--- src/sv/pmft_ram.sv ---
// Generic simple dual-port RAM: one write port, one registered read port.
// No dependencies.
module pmft_ram #(
  parameter int unsigned WIDTH = 8,
  parameter int unsigned DEPTH = 128
) (
  input  logic                     clk_i,
  input  logic                     we_i,
  input  logic [$clog2(DEPTH)-1:0] waddr_i,
  input  logic [WIDTH-1:0]         wdata_i,
  input  logic [$clog2(DEPTH)-1:0] raddr_i,
  output logic [WIDTH-1:0]         rdata_o
);

  logic [WIDTH-1:0] mem [DEPTH];
  logic [WIDTH-1:0] rdata_q;

  always_ff @(posedge clk_i) begin
    if (we_i) begin
      mem[waddr_i] <= wdata_i;
    end
    rdata_q <= mem[raddr_i];
  end

  assign rdata_o = rdata_q;

endmodule

--- config.mk ---
export PLATFORM = sky130hd
export DESIGN_NAME = pmft_ram
export DESIGN_NICKNAME = d
export VERILOG_FILES = /design/src/sv/pmft_ram.sv
export SDC_FILE = /design/constraint.sdc
export NUM_CORES = 1
export LEC_CHECK = 0
export ABC_CLOCK_PERIOD_IN_PS = 4000
export BUFFER_PORTS_ARGS = -buffer_cell sky130_fd_sc_hd__buf_2
export CAP_MARGIN = 20
export CORE_ASPECT_RATIO = 1.4
export CORE_MARGIN = 2
export CORE_UTILIZATION = 60
export CTS_BUF_LIST = sky130_fd_sc_hd__clkbuf_2
export DETAILED_ROUTE_END_ITERATION = 16
export GPL_ROUTABILITY_DRIVEN = 1
export GPL_TIMING_DRIVEN = 0
export PLACE_DENSITY = 0.76
export SYNTH_ARGS = -nofsm -noshare
export SYNTH_HDL_FRONTEND = slang
export SYNTH_SLANG_ARGS = --single-unit
--- constraint.sdc ---
create_clock -name clk_i -period 4 [get_ports clk_i]
set_clock_uncertainty 0.15 [all_clocks]
set_input_delay 0.2 -clock clk_i [delete_from_list [all_inputs] [get_ports clk_i]]
set_output_delay 0.2 -clock clk_i [all_outputs]
set_load 0.02 [all_outputs]
* Yosys cells after proc, flatten, opt, wreduce, memory -nomap -nowiden *
Memories as Yosys holds them, arrays and structs flattened. A register that Yosys moved wholly into a read port is not among the register bits.
Cells that the tools add are included.

word-level totals
  flip-flop bits (word level) = 0
  memory bits (writable) = 1,024
  input bits = 24
  output and inout port bits = 8
  word-level logic and storage cells = 3
  memories = 1

memory list
  name  depth  bits a word  rd ports  clocked after Yosys merged registers in  write ports  line  text
  mem   128    8            1         1                                        1            15    logic [WIDTH-1:0] mem [DEPTH];

cells by class
  multiplexer cells = 2

operators by type and width
  operator           number
  1-bit two-way mux  2

* Longest topological paths before layout *
  depth in word-level cells = 2
  gate-level depth with buffers = 7
  gate-level depth less buffers = 4

* Least setup slack after synthesis *
OpenSTA, ideal clock, no wires.

  path kind = input -> register
  from = input port raddr_i[0]
  to = register rdata_q[0], in the netlist rdata_o[0], read port of mem
  library setup time = 121 ps
  data arrival time = 2,583 ps
  data required time = 3,729 ps
  slack = 1,146 ps
  cell stages on the path = 6
  buffers on the path = 2
  cell sequence = clkbuf_1 buf_1 mux4_2 mux4_2 mux4_2 mux2_2

RTL lines
  what             line  text
  start, declared  11    input logic [$clog2(DEPTH)-1:0] raddr_i,
  end, declared    16    logic [WIDTH-1:0] rdata_q;

==> flow_summary.toml <==
[run_status]
status = "complete, no violations"

[critical_path]
crit_arrival_ns = 4.91
critPathSlowestCell = "buf_1"
end_kind = "flop"
criticalPathCategory = "primary input to flop"
start_kind = "primary input"
crit_fanout = 10
crit_top_cell = "dlygate4sd3_1"
crit_chain = "dlygate4sd3_1 -> clkbuf_1 -> buf_1 -> mux4_2 -> mux4_2 -> dlygate4sd3_1 -> mux2_2 -> dlygate4sd3_1"
cp.required_ns = 5.18
crit_path_max_incr_delay_ns = 0.80

[clocking]
cts_root_buf = "clkbuf_2"
clk-insertion-delay-late_ns = 1.50
cts_buffers = 219
ctsResizeCount = 0
postCtsSetupRepairBufs = 0
htree_levels = 4
cts_sinks = 1032
cts_buffer_depth = 3
path_clk_slew_ns = 0.12
tritoncts = "yes"

[pwr]
pwr-share-seq = 0.616
p_total_mw = 19.4
p_switching_mw = 4.64
clock_power_share = 0.318
power_leakage_nw = 14.0
ir_drop_uv = 242
p_sw_frac = 0.239
p_per_area_mw_per_mm2 = 439
p_int_mw = 14.7
pwr-share-comb = 0.066

[timing]
max_slew_margin = 0.237
setup_viol = 0
fin_ws_ns = 0.263
fmax_mhz = 268
hold_viol = 0
slew_viol_final = 0
fin_crit_sh = 0.934
rsz0062_at_grt = "false"
finalSetupTns_ns = 0
worstMarginPinSlew_ns = 1.14
final.min_clock_period_ns = 3.74

[drt]
routedWlPerCell_um = 30.9
routed_wl_mm = 92.6
drtAntennaViolNets = 0
viasPerCell = 6.44
drc_errors = 0
drtIter0Drc = 2385
firstDrtPassIters = 6
vias = 19300

[grt]
gr-total-overflow = 0
antenna_found_initial = 4
grt_pass1_wl_mm = 134
grt_max_degree = 97
gr-usage-all-layers = 0.280
grt_pass1_vias = 20100

[final_layout]
area_delta_synth_final_pct = 11.2
drive_gt1_frac = 0.354
nets = 2003
fin_util = 0.674

[logic_synthesis]
yosys-top-cells-count = "1024 x edfxtp_1, 336 x mux4_2, 122 x nor2_1, 44 x clkbuf_1, 18 x buf_1"
yosysTopAreaCellShare = 0.775
synthArstFlopShare = 0
netlist_top_cells_area = "edfxtp_1 78%, mux4_2 19%, nor2_1 1.2%"
avgSynthCellArea_um2 = 24.3
yosysUniqueCellTypes = 17
synth.most_common_cell = "edfxtp_1"
netlist_instances = 1635
yosysTopAreaCell = "edfxtp_1"
ys.flop_type = "edfxtp_1"
syn_nets = 1659
ys_seq_elements = 1032
synth_area_mm2 = 0.0397
ys_warn_count = 0
synth_edf_count = 1024
yosysSeqAreaShare = 0.779

[floorplan]
start_util = 0.606
io_pins = 32
die_h_um = 308
num_rows = 111
dieArea_mm2 = 0.0682
coreArea_mm2 = 0.0654
die_x_um = 221

[placement]
preCtsSetupSlack_ns = 0.0967
portBuffers = 20
gp_congestion = 0.920
dpl.hpwl_mm = 62.0

[min_path]
min_path_type = "primary input to flop"

[run]
drv_cap = 0
[cell families (layout without fill, tap and decap cells)]
kind of cell           Yosys count  after routing  synth area share
buffers and inverters           89            601            0.0101
flip-flops                    1032           1032             0.779
multiplexers                   344            344             0.193
other                            0              1                 0
AND/OR/NAND/NOR                170            170            0.0176
[cell type report]
| type | instances | area (um2) |
|---|---|---|
| flip-flops and latches | 1032 | 30900 |
| fillers | 4050 | 21300 |
| multi-input cells | 514 | 8350 |
| clock buffers | 306 | 1530 |
| repair buffers | 123 | 1410 |
| well taps | 847 | 1060 |
| clock inverters | 83 | 429 |
| plain buffers | 89 | 402 |
| diodes | 1 | 2.50 |
[layer usage]
layer | vias to the layer above | global-route usage | wire, um
met5 | - | 0 | 25
met4 | 4 | 0.135 | 4370
met3 | 231 | 0.0726 | 9120
met2 | 1240 | 0.468 | 47600
met1 | 9929 | 0.346 | 31500
li1 | 7873 | - | -
[power groups by stage]
stage	clock network, mW	logic (mW)	registers (mW)
after floorplan	0	0.604	12.2
after global placement	0	1.10	12.2
after detailed placement	0	1.18	12.2
after CTS	6.25	1.27	11.9
after global routing	6.74	1.32	11.9
final	6.16	1.28	11.9
[what timing repair did]
action | in CTS | in global routing
hold buffers | 78 | 0
setup endpoints to repair | 0 | 6
endpoints found under the hold margin | 2056 | 0
[critical path: cells and delay by family]
kind | cells | cell delay, ns
buffers and inverters | 5 | 3.20
muxes | 3 | 1.48
[cell usage in the layout, fill, tap and decap left out, drive strengths merged, types with 2 or more instances in the layout]
cell,count
buf,97
bufinv,3
clkbuf,352
clkinv,72
clkinvlp,3
dfxtp,8
dlygate4sd3,69
edfxtp,1024
inv,5
mux2,8
mux4,336
nand2,14
nand2b,2
nand3,12
nand4,3
nor2,122
nor2b,7
nor3,9
[metrics by stage]
step                area [um2]  hold slack, ns  instances
detailed placement       41300           0.470       2525
global route             44100          0.0441       2995
global placement         40800           0.469       2502
floorplan                39700           0.149       1635
CTS                      44100         0.00315       2992
finish                   44100           0.166       2995
[flip-flops by register name, summed over array words and instances (netlist names)]
signal   count
mem       1024
rdata_o      8
[worst paths after layout]
check | slack (ns) | cells after the start | end | start
max | 0.26 | 8 | rdata_o[4]$_DFF_P_ | raddr_i[1]
min | 0.17 | 4 | mem[14][6]$_DFFE_PP_ | wdata_i[6]
max reg2reg | 0.27 | 6 | rdata_o[4]$_DFF_P_ | mem[90][4]$_DFFE_PP_
min reg2reg | 1.11 | 4 | rdata_o[2]$_DFF_P_ | mem[52][2]$_DFFE_PP_
Power figures use the tool's default switching activity.
